===== config.mk =====
export PLATFORM = sky130hd
export DESIGN_NAME = spq_cell
export DESIGN_NICKNAME = d
export VERILOG_FILES = /design/src/rtl/core/spq_pkg.sv /design/src/rtl/core/spq_cell.sv
export SDC_FILE = /design/constraint.sdc
export NUM_CORES = 1
export LEC_CHECK = 0
export ABC_AREA = 1
export BUFFER_PORTS_ARGS = -buffer_cell sky130_fd_sc_hd__buf_2
export CAP_MARGIN = 40
export CORE_ASPECT_RATIO = 0.75
export CORE_MARGIN = 5
export CORE_UTILIZATION = 45
export DETAILED_ROUTE_END_ITERATION = 8
export PLACE_DENSITY_LB_ADDON = 0.1
export RECOVER_POWER = 25
export SLEW_MARGIN = 20
export SYNTH_ARGS = -nofsm -noshare
export SYNTH_HDL_FRONTEND = slang
export SYNTH_SLANG_ARGS = --single-unit

===== constraint.sdc =====
create_clock -name i_clk -period 2.75 [get_ports i_clk]
set_input_delay 0.4125 -clock i_clk [delete_from_list [all_inputs] [get_ports i_clk]]
set_output_delay 0.4125 -clock i_clk [all_outputs]
set_load 0.02 [all_outputs]

===== src/rtl/core/spq_pkg.sv =====
// Shared types and codes for the sorted priority queue.
// Used by the queue cell and the top level; depends on nothing else.
`default_nettype none

package spq_pkg;

    // Request kinds carried on the input tuser field.
    localparam logic [1:0] KIND_INSERT  = 2'd0;
    localparam logic [1:0] KIND_POP     = 2'd1;
    localparam logic [1:0] KIND_UPGRADE = 2'd2;
    localparam logic [1:0] KIND_CLEAR   = 2'd3;

    // Result status codes.
    localparam logic [1:0] ST_OK       = 2'd0;
    localparam logic [1:0] ST_EMPTY    = 2'd1;
    localparam logic [1:0] ST_NOTFOUND = 2'd2;
    localparam logic [1:0] ST_FULL     = 2'd3;

    // Per-cycle command broadcast to every cell of the chain.
    typedef struct packed {
        logic ins;
        logic pop;
        logic upg;
    } t_cell_cmd;

    typedef enum logic [1:0] {
        S_IDLE = 2'b01,
        S_EXEC = 2'b10
    } t_state;

endpackage

`default_nettype wire


===== src/rtl/core/spq_cell.sv =====
// One slot of the sorted chain: a tag and a priority with compare-and-shift logic.
// Depends on spq_pkg for the command struct.
`default_nettype none

module spq_cell #(
    parameter int TAG_BITS      = 16,
    parameter int PRIORITY_BITS = 16
) (
    input  wire logic                     i_clk,
    input  wire spq_pkg::t_cell_cmd       i_cmd,
    input  wire logic [TAG_BITS-1:0]      i_req_tag,
    input  wire logic [PRIORITY_BITS-1:0] i_req_prio,
    input  wire logic                     i_occ,
    input  wire logic                     i_upto,
    input  wire logic                     i_left_above,
    input  wire logic [TAG_BITS-1:0]      i_left_tag,
    input  wire logic [PRIORITY_BITS-1:0] i_left_prio,
    input  wire logic [TAG_BITS-1:0]      i_right_tag,
    input  wire logic [PRIORITY_BITS-1:0] i_right_prio,
    output logic                          o_above,
    output logic                          o_match,
    output logic [TAG_BITS-1:0]           o_tag,
    output logic [PRIORITY_BITS-1:0]      o_prio,
    output logic [TAG_BITS-1:0]           o_tag_next,
    output logic [PRIORITY_BITS-1:0]      o_prio_next
);
    import spq_pkg::*;

    logic [TAG_BITS-1:0]      r_tag,  n_tag;
    logic [PRIORITY_BITS-1:0] r_prio, n_prio;

    // An empty slot counts as above any priority, so the flags form a
    // thermometer along the chain and the insert point is its first edge.
    assign o_above = !i_occ || (r_prio > i_req_prio);
    assign o_match = i_occ && o_above && (r_tag == i_req_tag);

    always_comb begin
        n_tag  = r_tag;
        n_prio = r_prio;
        if (i_cmd.ins) begin
            if (i_left_above) begin
                n_tag  = i_left_tag;
                n_prio = i_left_prio;
            end else if (o_above) begin
                n_tag  = i_req_tag;
                n_prio = i_req_prio;
            end
        end else if (i_cmd.pop) begin
            n_tag  = i_right_tag;
            n_prio = i_right_prio;
        end else if (i_cmd.upg) begin
            // Cells between the insert point and the matched entry shift by one.
            if (i_left_above && i_upto) begin
                n_tag  = i_left_tag;
                n_prio = i_left_prio;
            end else if (!i_left_above && o_above && i_occ) begin
                n_tag  = i_req_tag;
                n_prio = i_req_prio;
            end
        end
    end

    always_ff @(posedge i_clk) begin
        r_tag  <= n_tag;
        r_prio <= n_prio;
    end

    assign o_tag       = r_tag;
    assign o_prio      = r_prio;
    assign o_tag_next  = n_tag;
    assign o_prio_next = n_prio;

endmodule

`default_nettype wire


After elaboration in Yosys (flattened, before gate mapping)
Cells that the tools add are included.

word-level totals
  output and inout bits = 66
  input bits = 103
  word-level logic and storage cells = 26
  flip-flop bits (word level) = 32

cells by class
  equal/unequal tests = 1
  magnitude comparators = 1
  muxes and demuxes = 14
  reduce and logical (&&, ||, !) cells = 8

operators by type and width
  operator           number
  $mux 16            14
  $eq 16x16->1       1
  $gt 16x16->1       1
  $logic_and 1x1->1  5
  $logic_not 1->1    2
  $logic_or 1x1->1   1

Longest topological paths before layout
  depth after elaboration = 9
  depth in mapped cells = 20
  gate-level depth less buffers = 19

Worst setup path after synthesis
No wires, ideal clock.

  path type = reg-to-output
  from = register r_prio[15] (netlist: o_prio[15])
  to = output port o_tag_next[10]
  arrival time = 2.054 ns
  path slack = 0.283 ns
  data required time = 2.338 ns
  cell stages (with the launch flop) = 13
  cells stage by stage = dfxtp_1 ha_1 a21oi_1 o21ai_0 a21oi_1 nand2_1 nand2_1 nand2_2 buf_6 buf_4 o21ai_1 o211ai_1 nand2_1

on the way
  cells in the longest elaborated chain, start to end = 9

ends and longest elaborated chain
  element                          line            text
  start, declared                  spq_cell.sv:30  logic [PRIORITY_BITS-1:0] r_prio, n_prio;
  start signal, assigned           spq_cell.sv:65  r_prio <= n_prio;
  $gt 16x16->1 *                   spq_cell.sv:34  assign o_above = !i_occ || (r_prio > i_req_prio);
  $logic_or 1x1->1 *               spq_cell.sv:34
  named net o_above                spq_cell.sv:20  output logic o_above,
  $logic_and 1x1->1 (2 in series)  spq_cell.sv:56  end else if (!i_left_above && o_above && i_occ) begin
  $mux 16                          spq_cell.sv:56
  $mux 16                          spq_cell.sv:53  if (i_left_above && i_upto) begin
  $mux 16                          spq_cell.sv:51  end else if (i_cmd.upg) begin
  $mux 16                          spq_cell.sv:48  end else if (i_cmd.pop) begin
  $mux 16 *                        spq_cell.sv:40  if (i_cmd.ins) begin
  end, declared                    spq_cell.sv:24  output logic [TAG_BITS-1:0] o_tag_next,

The timed path passes the listed nets; every way through them passes the cells marked *.

Worst setup path in the final report
  from = register r_prio[0] (netlist: o_prio[0])
  to = output port o_prio_next[15]

on the way
  cells in the longest elaborated chain, start to end = 9

ends and longest elaborated chain
  element                          line            text
  $gt 16x16->1 *                   spq_cell.sv:34
  $logic_or 1x1->1 *               spq_cell.sv:34
  $logic_and 1x1->1 (2 in series)  spq_cell.sv:56
  $mux 16                          spq_cell.sv:56
  $mux 16                          spq_cell.sv:53
  $mux 16                          spq_cell.sv:51
  $mux 16                          spq_cell.sv:48
  $mux 16 *                        spq_cell.sv:40
  end, declared                    spq_cell.sv:25  output logic [PRIORITY_BITS-1:0] o_prio_next

Mark *: on every way between the ends. The rest lies on a longest branch, timed or not.

==> impl_metrics.yaml <==
timing:
  clock.fmax_ghz: 0.346
  hold_violations: 0
  layout_setup_ws_ps: -137
  slew_headroom_pct: 66.3
  drv_slew: 0
  worst_slew_pin_slew_ps: 506
  setup_violations: 32
  clock_skew_ps: 3.55
  fin_crit_ps: 2890
  rsz0062_at_grt: "true"
  fin_crit_sh_pct: 105
floorplanning:
  start_util_pct: 46.9
  die_h_um: 91.8
  rows: 29
  dieArea_mm2: 0.0109
  dieWidth_um: 119
  core_area_mm2: 0.00856
  io_pins: 169
setup_path:
  cp_max_fo: 6
  setup.worst_path.start_class: "flip-flop"
  r2r_cells: 17
  required_ps: 2340
  crit_top_cell: "nand2_1"
  worstPathArrival_ps: 2470
  r2r-end: "o_prio[15]"
  end_kind: "output port"
  crit_chain: "inv_2 -> ha_1 -> inv_1 -> nand2_1 -> nand2_1 -> nand2_1 -> nand2_1 -> nand2_1 -> nand2_2 -> nand2_4 -> nand2_4 -> nand4_4 -> buf_12 -> buf_12 -> nor2_4 -> nor2_2 -> nand2_1 -> nand2_1 -> nand2_1 -> nand2_1 -> nand2_2 -> buf_6"
  crit_path_top_delay_cell: "dfxtp_2"
  rrSetupSlack_ps: 470
  worstReg2RegStart: "o_prio[4]"
  worst-setup-path-type: "flip-flop to output port"
  cpPeakStageDelay_ps: 340
drt:
  post_drt_wl_per_cell_um: 16.5
  drt_first_pass_iters: 6
  routed_wl_um: 17000
  drt_first_iter_violations: 593
  viasPerCell: 5.62
  antenna_left: 0
  post-route-drc-count: 0
  vias: 5789
worst_hold_path:
  min_path_type: "input port to flip-flop"
  holdPathEnd: "o_tag[14]"
  min_from: "i_left_tag[14]"
  hold_depth: 3
logic_synthesis:
  seq_area_frac_synth_pct: 16.0
  synth_area_leaders: "nand2_1 23%, dfxtp_1 16%, nor2_1 9.4%"
  syn_area_mm2: 0.00401
  avgSynthCellArea_um2: 5.37
  synth.largest_area_cell: "nand2_1"
  ys_ff_latch: 32
  synth_top_cell_area_share_pct: 22.5
  syn_inst: 747
  ys_types: 29
  syn_nets: 866
  synth_warnings: 0
cts:
  insertion_delay_ps: 280
  htree_num_levels: 2
  cts.path.max_buffers: 2
  cts_made_buffers: 5
  cts_sinks: 32
  clockRootBuffer: "clkbuf_16"
  cts_tree: "yes"
  path_clk_slew_ps: 50
layout:
  layout_commonest_cell: "nand2_1"
  areaGrowthSynthToFinish_pct: 54.1
  mostFrequentLayoutCells: "197 x nand2_1, 121 x buf_2, 82 x nor2_1, 74 x inv_1, 44 x nand3_1"
  diodes: 0
  final_util_pct: 72.2
  drive_gt1_share_pct: 36.4
  nNetsFinal: 1043
placement:
  numPortBuffers: 168
  gp_routability_congestion: 0.868
  place_ws_ps: -71.5
  hpwlAfterDp_um: 10900
run_status:
  outcome: "complete, but fails checks"
  violations: "negative setup slack"
power_and_ir_drop:
  p_leak_nw: 3.26
  cellPowerDensity_mw_per_mm2: 429
  vdd_ir_drop_max_mv: 0.287
grt:
  grt_pass1_vias: 5544
  antenna_found_initial: 1
  overflow: 0
  grt_max_degree: 42
  grt_usage_pct: 28.6
  grt_pass1_wl_um: 26500
flow_run:
  timing.max_cap.violations: 0
[cells by family (layout without fill, tap and decap cells)]
| group | count (synthesis) | in the layout | share of synthesized area [%] |
|---|---|---|---|
| flip-flops | 32 | 32 | 16.0 |
| XOR/XNOR | 11 | 11 | 2.40 |
| adder cells (fa/ha/maj) | 16 | 16 | 4.99 |
| buffers and inverters | 134 | 309 | 14.4 |
| AO/OA/AOI/OAI | 120 | 120 | 16.8 |
| AND/OR/NAND/NOR | 434 | 434 | 45.4 |
[through the flow]
stage                     setup TNS [ps]  hold WS, ps  area, um2  total power [W]  std cells
final                              -2860          416       6180          0.00265       1030
after global routing               -7670          430       6180          0.00283       1030
after CTS                           -788          411       5880          0.00252       1024
after detailed placement            -975          658       4990          0.00173       1001
after global placement             -59.1          655       4990          0.00171       1001
after floorplan                        0          718       4010          0.00134        747
[worst max path at each step]
stage | startpoint | endpoint | slack, ps | depth (start not counted)
after global routing | o_prio[0] | o_prio_next[15] | -290 | 22
after floorplan | o_prio[15] | o_tag_next[10] | 280 | 12
final | o_prio[0] | o_prio_next[15] | -140 | 22
after detailed placement | i_req_prio[15] | o_prio_next[15] | -70 | 19
after CTS | o_prio[15] | o_tag_next[13] | -80 | 17
after global placement | i_req_prio[15] | o_prio_next[11] | -20 | 19
[sequential cells by signal, indices dropped and copies added, names as in the netlist]
signal / cells
o_prio: 16
o_tag: 16
[what timing repair did]
item,4_1_cts,5_1_grt
gates cloned,3,4
buffers inserted,15,2
endpoints found under the setup margin,32,32
hold buffers,0,0
resized for setup,152,70
pin swaps,16,29
[metal layers]
metal / vias to the layer above / wire length [um] / GRT usage, %
met5: - / 7 / 0
met4: 2 / 365 / 8.68
met3: 59 / 1960 / 7.20
met2: 376 / 7680 / 44.8
met1: 2594 / 6990 / 38.8
li1: 2758 / - / -
[synth_stat cells (all sizes together)]
master / count
a21o: 1
a21oi: 39
buf: 28
clkbuf: 23
dfxtp: 32
ha: 16
inv: 83
nand2: 242
nand3: 59
nand3b: 9
nand4: 18
nor2: 101
nor3: 2
nor4: 3
o211ai: 25
o21ai: 51
o22ai: 4
xor2: 11
[worst max-delay path, delay by kind of cell, from the launching register on]
kind | cells | cell delay (ps)
flip-flops | 1 | 340
adder cells (fa/ha/maj) | 1 | 180
buffers and inverters | 5 | 570
AND/OR/NAND/NOR | 16 | 1110
[where the power goes]
group          switching (W)  internal (W)
registers          0.0000788      0.000533
logic               0.000865      0.000645
clock network       0.000212      0.000320
total                0.00116       0.00150
[layout make-up]
class / count / area, um2
fillers: 744 / 2380
multi-input cells: 581 / 3280
well taps: 108 / 135
flip-flops and latches: 32 / 678
inverters: 83 / 312
clock buffers: 5 / 125
repair buffers: 221 / 1650
(Power assumes the default switching activity.)
