==> src/rtl/core/spq_first_match.sv <==
// Finds the first set bit of the upgrade match vector across the cell chain.
// Produces a mask of all cells up to and including that bit; uses no package.
`default_nettype none

module spq_first_match #(
    parameter int N = 64
) (
    input  wire logic [N-1:0] i_match,
    output logic      [N-1:0] o_upto_mask,
    output logic              o_found
);

    // m ^ (m - 1) sets every bit from zero through the lowest set bit.
    assign o_upto_mask = i_match ^ (i_match - N'(1));
    assign o_found     = |i_match;

endmodule

`default_nettype wire

==> config.mk <==
export PLATFORM = sky130hd
export DESIGN_NAME = spq_first_match
export DESIGN_NICKNAME = d
export VERILOG_FILES = /design/src/rtl/core/spq_first_match.sv
export SDC_FILE = /design/constraint.sdc
export NUM_CORES = 1
export LEC_CHECK = 0
export BUFFER_PORTS_ARGS = -buffer_cell sky130_fd_sc_hd__buf_2
export CAP_MARGIN = 20
export CELL_PAD_IN_SITES_DETAIL_PLACEMENT = 0
export CELL_PAD_IN_SITES_GLOBAL_PLACEMENT = 2
export CORE_MARGIN = 5
export CORE_UTILIZATION = 11
export DETAILED_ROUTE_END_ITERATION = 8
export PLACE_DENSITY_LB_ADDON = 0.3
export SLEW_MARGIN = 25
export SYNTH_ARGS = -nofsm -noshare
export SYNTH_HDL_FRONTEND = slang
export SYNTH_SLANG_ARGS = --single-unit
==> constraint.sdc <==
create_clock -name vclk -period 2.6
set_input_delay 0.26 -clock vclk [all_inputs]
set_output_delay 0.26 -clock vclk [all_outputs]
set_load 0.02 [all_outputs]
# --- Yosys cells after proc, flatten, opt, wreduce, memory -nomap -nowiden ---
# Index checks and enable logic that the tools add are counted.
# W data, S select, Z words.
totals:
  inputBits: 64
  output_inout_bits: 65
  ff_bits: 0
classes:
  n_addsub: 1
  n_bitwise: 1
  n_reduce_logical: 1
ops:
  columns: ["cell", "n"]
  rows:
  - ["$reduce_or A64 Y1", 1]
  - ["$sub A64 B1 Y64 const B", 1]
  - ["$xor A64 B64 Y64", 1]

# --- Depth between registers and ports, before layout ---
# Gate-level depths: netlist of run 1.
logic_depth:
  depth_word: 2
  ltp_mapped: 7
  depth_no_buf: 6

# --- Worst setup path after synthesis of run 1 ---
# No wires, ideal clock.
synth_path:
  path_kind: "input -> output"
  startpoint: "input port i_match[0]"
  endpoint: "output port o_upto_mask[36]"
  required_ps: 2340
  arrival_ps: 2672
  path_buffers: 1
  stages: 7
  setup_slack_ps: -332
  path_cell_list: "inv_1 ha_1 or4b_1 nor4_2 nand3_1 buf_2 nor4_1"
synth_between:
  elab_chain_cells: 2
synth_rtl:
  columns: ["item", "line_no", "source"]
  rows:
  - ["start, declared", "8", "input wire logic [N-1:0] i_match,"]
  - ["$sub A64 B1 Y64", "14", "assign o_upto_mask = i_match ^ (i_match - N'(1));"]
  - ["$xor A64 B64 Y64", "14", null]
  - ["end, declared", "9", "output logic [N-1:0] o_upto_mask,"]
# Every way passes these cells.

# --- Worst setup path in the final report of run 1 ---
layout_path:
  startpoint: "input port i_match[6]"
  endpoint: "output port o_upto_mask[59]"
# The elaborated chain is that of the path after synthesis.

==> impl_metrics.yaml, run 1 <==
global_routing:
  grt_pass1_wl_um: 8340
  grt-ovfl-total: 0
  grt_antenna_before_repair: 0
  groute.layer.met2.usage: 0.195
  gr-usage-all-layers: 0.105
  grt_max_degree: 12
  gr-usage-met1: 0.132
  grt.busiest_layer: "met2"
  use_met3: 0.0201
  grt_pass1_vias: 1587
hold_path:
  worstHoldPathCells: 3
  hp-class: "in -> out"
  min_to: "o_upto_mask[8]"
  hp-start: "i_match[6]"
synth:
  synthTopCellsByArea: "nor4_1, nor3_1, nor2_1, or4_1, or3_1"
  avgSynthCellArea_sq_um: 5.89
  syn_area_sq_um: 836
  netlist.area_leader.share: 0.150
  syn_nets: 207
  ys_warn_count: 0
  syn_inst: 142
  synth.distinct_cells: 32
  synth.largest_area_cell: "nor4_1"
  seq_area_frac_synth: 0
drt:
  drc: 0
  routedWlPerCell_um: 14.7
  num_vias: 1622
  wl_um: 5650
  drt_iter0_markers: 40
  drt.antenna.violating_nets: 0
  vias_per_cell: 4.22
  drt-pass1-iter-count: 4
layout:
  nClkBuffers: 0
  antenna_cells: 0
  fin_util: 0.264
  regArea_sq_um: 0
  nets: 352
  syn2layout_area_growth_pct: 132
  drive_gt1_frac: 0.611
  design.seq.count: 0
  n_fill_cell: 820
  multiInputGateArea_sq_um: 928
  fin_area_sq_um: 1940
timing:
  fmax_mhz: 397
  slew_violations: 0
  period_needed_ps: 2520
  setup_viol: 0
  hold_viol_final: 0
  finalCritPeriodShare: 0.970
  rsz0062_at_grt: "true"
pwr:
  vdd_drop_max_mv: 0.0563
  power_density_nw_per_um2: 66.1
  p_leak_nw: 0.989
floorplan:
  die_height_um: 97.2
  ios: 129
  initial_core_util: 0.114
  core_sq_um: 7330
  die_area_sq_um: 9440
  dieWidth_um: 97.2
  num_rows: 31
placement:
  placed_area_sq_um: 1790
  dp_hpwl_um: 4940
  io_buffers: 128
  gp_congestion: 0.757
setup_path:
  cp.required_ps: 2340
  end_kind: "output pin"
  start_kind: "input pin"
  worstPathMaxFanout: 6
  worstPathArrival_ps: 2260
  critPathKind: "in -> out"
flow_run:
  cap_violations: 0
run_status:
  outcome: "completed"
clock_tree:
  hold_buffers: 0
-- critical path: stages --
cell     delay, ps
buf_6           90
or4_4          530
or4_4          520
inv_4           90
nand4_4        140
buf_12         190
nor4_4         260
buf_4          180
-- cell type report --
| class | count | share of cell area |
|---|---|---|
| repair buffers | 149 | 0.440 |
| well taps | 99 | 0.0639 |
| multi-input cells | 128 | 0.479 |
| inverters | 8 | 0.0168 |
-- Yosys cell counts, drive strengths merged --
| library cell | number |
|---|---|
| and2 | 2 |
| and3 | 3 |
| and4b | 1 |
| buf | 3 |
| clkbuf | 3 |
| clkinv | 1 |
| conb | 1 |
| ha | 1 |
| inv | 7 |
| nand2 | 6 |
| nand2b | 1 |
| nand3 | 5 |
| nand3b | 1 |
| nand4 | 4 |
| nand4b | 1 |
| nor2 | 23 |
| nor2b | 2 |
| nor3 | 21 |
| nor3b | 4 |
| nor4 | 21 |
| nor4b | 3 |
| nor4bb | 1 |
| or2 | 3 |
| or3 | 8 |
| or4 | 13 |
| or4b | 2 |
| xnor2 | 1 |
-- per-stage QoR --
stage | worst slack [ps] | hold slack [ps] | std cells | total power [W] | setup TNS (ps)
after floorplan | 5.24 | 571 | 142 | 0.0000374 | 0
after global placement | 7.21 | 790 | 380 | 0.000122 | 0
after detailed placement | 14.2 | 797 | 380 | 0.000121 | 0
after CTS | 12.3 | 798 | 380 | 0.000121 | 0
after global routing | -40.0 | 791 | 384 | 0.000141 | -56.9
final | 78.6 | 770 | 384 | 0.000128 | 0
-- cells in the final DEF (no fill, tap or decap) --
cell	n
nand3b_1	1
nor4bb_2	1
buf_2	121
xnor2_1	1
nor4_2	6
nand2_1	6
inv_4	1
nor4b_2	1
nand3_2	1
nand4_4	1
nand2b_1	1
and3_1	3
buf_4	24
conb_1	1
buf_6	2
nor3_1	19
or2_2	3
and2_1	2
inv_1	7
nand4_1	3
clkbuf_16	1
and4b_1	1
nor3_2	2
nor2_1	23
or4b_4	1
nor2b_1	2
nor4_1	10
buf_12	1
nand3_1	4
nand4b_1	1
or4b_1	1
nor3b_1	4
nor4_4	5
or3_1	8
ha_4	1
nor4b_1	2
or4_4	2
or4_1	11
-- power by group --
| part | internal [W] | leakage, nW | switching (W) |
|---|---|---|---|
| clock | 0 | 0 | 0 |
| sequential | 0 | 0 | 0 |
| combinational | 0.0000597 | 0.989 | 0.0000684 |
-- layer usage --
layer	up-vias	wire length (um)
met5	-	0
met4	0	0
met3	0	395
met2	53	2890
met1	730	2370
li1	839	-
-- how the worst max path moves through the flow --
stage | start | end | slack [ps] | cells past startpoint
2_1_floorplan | i_match[6] | o_upto_mask[39] | 5 | 5
3_3_place_gp | i_match[0] | o_found | 7 | 8
3_5_place_dp | i_match[0] | o_found | 10 | 8
4_1_cts | i_match[0] | o_found | 10 | 8
5_1_grt | i_match[0] | o_found | -40 | 8
6_report | i_match[6] | o_upto_mask[59] | 80 | 8
-- logic make-up after synthesis --
| kind of cell | after synthesis | synth area share |
|---|---|---|
| buf+inv | 14 | 0.0793 |
| xor+xnor | 1 | 0.0105 |
| simple gates | 125 | 0.891 |
| fa+ha+maj | 1 | 0.0150 |
| other cells | 1 | 0.00449 |
-- what timing repair did --
action,4_1_cts,5_1_grt
setup buffers,0,3
endpoints found under the setup margin,0,19
endpoints found under the hold margin,0,0
resized for setup,0,20
No activity file was read; power rests on OpenSTA's default activity.
==> run 2: changes to the inputs <==
--- a/config.mk
+++ b/config.mk
@@ -9,10 +9,11 @@
 export CAP_MARGIN = 20
 export CELL_PAD_IN_SITES_DETAIL_PLACEMENT = 0
 export CELL_PAD_IN_SITES_GLOBAL_PLACEMENT = 2
-export CORE_MARGIN = 5
+export CORE_MARGIN = 4
 export CORE_UTILIZATION = 11
 export DETAILED_ROUTE_END_ITERATION = 8
 export PLACE_DENSITY_LB_ADDON = 0.3
+export REMOVE_ABC_BUFFERS = 1
 export SLEW_MARGIN = 25
 export SYNTH_ARGS = -nofsm -noshare
 export SYNTH_HDL_FRONTEND = slang
==> impl_metrics.yaml, run 2 (synthesis gave the netlist of run 1 again) <==
run_status:
  outcome: "completed"
hold_path:
  hp-start: "i_match[10]"
  hp-class: "in -> out"
  worstHoldPathCells: 3
setup_path:
  worstPathMaxFanout: 5
  path_cells: "buf_2, or4_4, or4_4, clkinv_2, nand4_4, buf_6, buf_4, nor3_1, buf_2"
  slowest_delay_ps: 530
  start_kind: "input pin"
  cp.required_ps: 2340
  end_kind: "output pin"
  worstSetupStartpoint: "i_match[6]"
  worstPathArrival_ps: 2270
  critPathKind: "in -> out"
  crit_slowest_cell: "or4_4"
layout:
  syn2layout_area_growth_pct: 127
  antenna_cells: 0
  fin_area_sq_um: 1900
  drive_gt1_frac: 0.601
  layout_common_cells: "buf_2, buf_4, nor2_1"
  final_cells: 387
  design.seq.count: 0
  nClkBuffers: 0
  mostFrequentLayoutCell: "buf_2"
  nets: 355
  regArea_sq_um: 0
timing:
  hold_viol_final: 0
  final.setup.worst_slack_ps: 67.7
  period_needed_ps: 2530
  finalCritPeriodShare: 0.974
  setup_viol: 0
  slew_violations: 0
  rsz0062_at_grt: "true"
  tns_ps: 0
  fmax_mhz: 395
global_routing:
  grt-ovfl-total: 0
  grt_max_degree: 11
  grt_pass1_wl_um: 8320
  grt_antenna_before_repair: 0
  gr-usage-all-layers: 0.112
  grt_pass1_vias: 1709
drt:
  vias_per_cell: 4.30
  wl_um: 5530
  drt.antenna.violating_nets: 0
  num_vias: 1664
  drt_iter0_markers: 50
  routedWlPerCell_um: 14.3
  drc: 0
  drt-pass1-iter-count: 4
placement:
  dp.cells: 386
  gp_congestion: 0.766
  dp_hpwl_um: 4920
  placed_area_sq_um: 1740
  preCtsSetupSlack_ps: -10.6
  io_buffers: 128
floorplan:
  dieWidth_um: 95.2
  core_sq_um: 7330
  die_area_sq_um: 9060
  num_rows: 31
  initial_core_util: 0.114
  die_height_um: 95.2
  ios: 129
clock_tree:
  hold_buffers: 0
pwr:
  p_leak_nw: 0.965
  power_density_nw_per_um2: 67.3
  power.total_w: 0.000128
  vdd_drop_max_mv: 0.0412
flow_run:
  cap_violations: 0
==> run 2: what timing repair did <==
action                     CTS  global route
resized for setup            2            27
setup buffers                0             1
pin swaps                    0             4
setup endpoints to repair    4            19
==> run 2: final cells by class <==
class	count	area, sq um
fill	867	5430
tap	99	124
timing repair buffer	152	847
inverter	8	31.3
multi-input combinational	128	895
==> run 2: worst paths after layout <==
path              end
min   o_upto_mask[11]
max   o_upto_mask[55]
==> run 2: through the flow <==
stage	hold WS, ps	util
6_report	790	0.259
5_1_grt	809	0.259
4_1_cts	792	0.239
3_5_place_dp	789	0.237
3_3_place_gp	790	0.237
2_1_floorplan	600	-
==> run 2: report_power, final <==
part	internal, W	switching, W	total [W]	leakage (nW)
combinational	0.0000592	0.0000684	0.000128	0.965
clock	0	0	0	0
sequential	0	0	0	0
==> run 2: critical path: cells and delay by family <==
kind                   cells  cell delay [ps]
AND/OR/NAND/NOR            4             1320
buffers and inverters      5              690
==> run 2: per-layer routing <==
metal / routed length (um) / GRT usage
met5: 0 / 0
met4: 0 / 0
met3: 465 / 0.0182
met2: 2730 / 0.205
met1: 2330 / 0.146
==> run 3: changes to the inputs <==
--- a/config.mk
+++ b/config.mk
@@ -10,7 +10,7 @@
 export CELL_PAD_IN_SITES_DETAIL_PLACEMENT = 0
 export CELL_PAD_IN_SITES_GLOBAL_PLACEMENT = 2
 export CORE_MARGIN = 4
-export CORE_UTILIZATION = 11
+export CORE_UTILIZATION = 12
 export DETAILED_ROUTE_END_ITERATION = 8
 export PLACE_DENSITY_LB_ADDON = 0.3
 export REMOVE_ABC_BUFFERS = 1
==> constraint.sdc (replaced) <==
create_clock -name vclk -period 3.2
set_input_delay 0.32 -clock vclk [all_inputs]
set_output_delay 0.32 -clock vclk [all_outputs]
set_load 0.02 [all_outputs]
==> impl_metrics.yaml, run 3 (synthesis gave the netlist of run 1 again) <==
run_status:
  outcome: "completed"
setup_path:
  start_kind: "input pin"
  slowest_delay_ps: 560
  crit_slowest_cell: "or4_4"
  critPathKind: "in -> out"
  worstPathArrival_ps: 2580
  path_cells: "buf_2, or4_4, or4_4, clkinv_2, nand4_2, nor4_1, buf_2"
  cp.required_ps: 2880
  end_kind: "output pin"
  worstPathMaxFanout: 11
layout:
  layout_common_cells: "buf_2, nor2_1, nor3_1"
  nClkBuffers: 0
  fin_util: 0.234
  design.seq.count: 0
  nets: 335
  syn2layout_area_growth_pct: 90.4
  regArea_sq_um: 0
  antenna_cells: 0
  mostFrequentLayoutCell: "buf_2"
  fin_area_sq_um: 1590
  drive_gt1_frac: 0.522
global_routing:
  grt_pass1_vias: 1550
  grt_antenna_before_repair: 0
  grt_pass1_wl_um: 7660
  grt-ovfl-total: 0
  grt_max_degree: 12
  gr-usage-all-layers: 0.109
pwr:
  p_int_w: 0.0000422
  swShare: 0.533
  p_leak_nw: 0.825
  power_density_nw_per_um2: 56.7
  combPwrFrac: 1.000
  p_switching_w: 0.0000481
  clock_power_share: 0
  vdd_drop_max_mv: 0.0381
  seqPwrFrac: 0
flow_run:
  cap_violations: 0
floorplan:
  num_rows: 30
  die_height_um: 91.5
  core_sq_um: 6790
  die_area_sq_um: 8360
  ios: 129
  initial_core_util: 0.123
  dieWidth_um: 91.5
hold_path:
  min_to: "o_upto_mask[11]"
  hp-class: "in -> out"
  worstHoldPathCells: 3
  hp-start: "i_match[10]"
placement:
  io_buffers: 128
  placed_area_sq_um: 1590
  dp_hpwl_um: 4530
  gp_congestion: 0.741
drt:
  routedWlPerCell_um: 13.7
  met2_length_um: 2790
  drt-met1-wl_um: 1860
  vias_per_cell: 4.25
  drt.antenna.violating_nets: 0
  num_vias: 1546
  drc: 0
  wl_um: 4980
  drt-pass1-iter-count: 4
  met3RoutedLength_um: 298
  highest_layer: "met4"
  drt_iter0_markers: 25
timing:
  slew_headroom: 0.555
  period_needed_ps: 2900
  setup_viol: 0
  hold_viol_final: 0
  tns_ps: 0
  slew_violations: 0
  finalCritPeriodShare: 0.906
  tightest_slew_ps: 659
  rsz0062_at_grt: "false"
  fmax_mhz: 345
clock_tree:
  cts_setup_buffers: 0
  ctsResizeCount: 0
  hold_buffers: 0
## run 3: cell types whose count changed in the layout (fill, tap and decap cells not counted), moves of 2 or more
cell     previous run  this run
buf_2             122       128
nor4b_2             2         0
or4b_1              0         2
or4b_4              2         0
nor4_1             15        20
nor4_4              4         0
buf_4              27         4
buf_6               3         0
nor4b_1             1         3
## run 3: per-layer routing
metal | global-route usage | up-vias
li1 | - | 809
met1 | 0.120 | 692
met2 | 0.224 | 43
met3 | 0.0149 | 2
met4 | 0.00879 | 0
met5 | 0 | -
## run 3: area by class of cell
class / count / area [sq um]
Multi-Input combinational cell: 128 / 769
Tap cell: 96 / 120
Fill cell: 803 / 5200
Timing Repair Buffer: 132 / 671
Inverter: 8 / 31.3
## run 3: critical path, delay by kind of cell
family / cells / cell delay, ps
and+or+nand+nor: 4 / 1830
buffers and inverters: 3 / 440
## run 3: through the flow
stage	total power, W	hold WS (ps)	instances	setup slack, ps
after floorplan	0.0000273	720	136	-139
after global placement	0.0000917	915	364	287
after detailed placement	0.0000906	916	364	270
after CTS	0.0000908	918	364	272
after global routing	0.000100	934	364	123
final	0.0000903	912	364	302
## run 3: power by group through the flow
stage / logic, W / clock network (W) / registers, W
floorplan: 0.0000273 / 0 / 0
global placement: 0.0000917 / 0 / 0
detailed placement: 0.0000906 / 0 / 0
CTS: 0.0000908 / 0 / 0
global route: 0.000100 / 0 / 0
finish: 0.0000903 / 0 / 0
## run 3: how the worst max path moves through the flow
stage | endpoint | depth (start not counted) | slack (ps) | start
floorplan | o_upto_mask[36] | 6 | -140 | i_match[0]
global placement | o_upto_mask[59] | 7 | 290 | i_match[6]
detailed placement | o_upto_mask[59] | 7 | 270 | i_match[6]
CTS | o_upto_mask[53] | 7 | 270 | i_match[6]
global route | o_upto_mask[52] | 9 | 120 | i_match[1]
finish | o_upto_mask[53] | 7 | 300 | i_match[6]
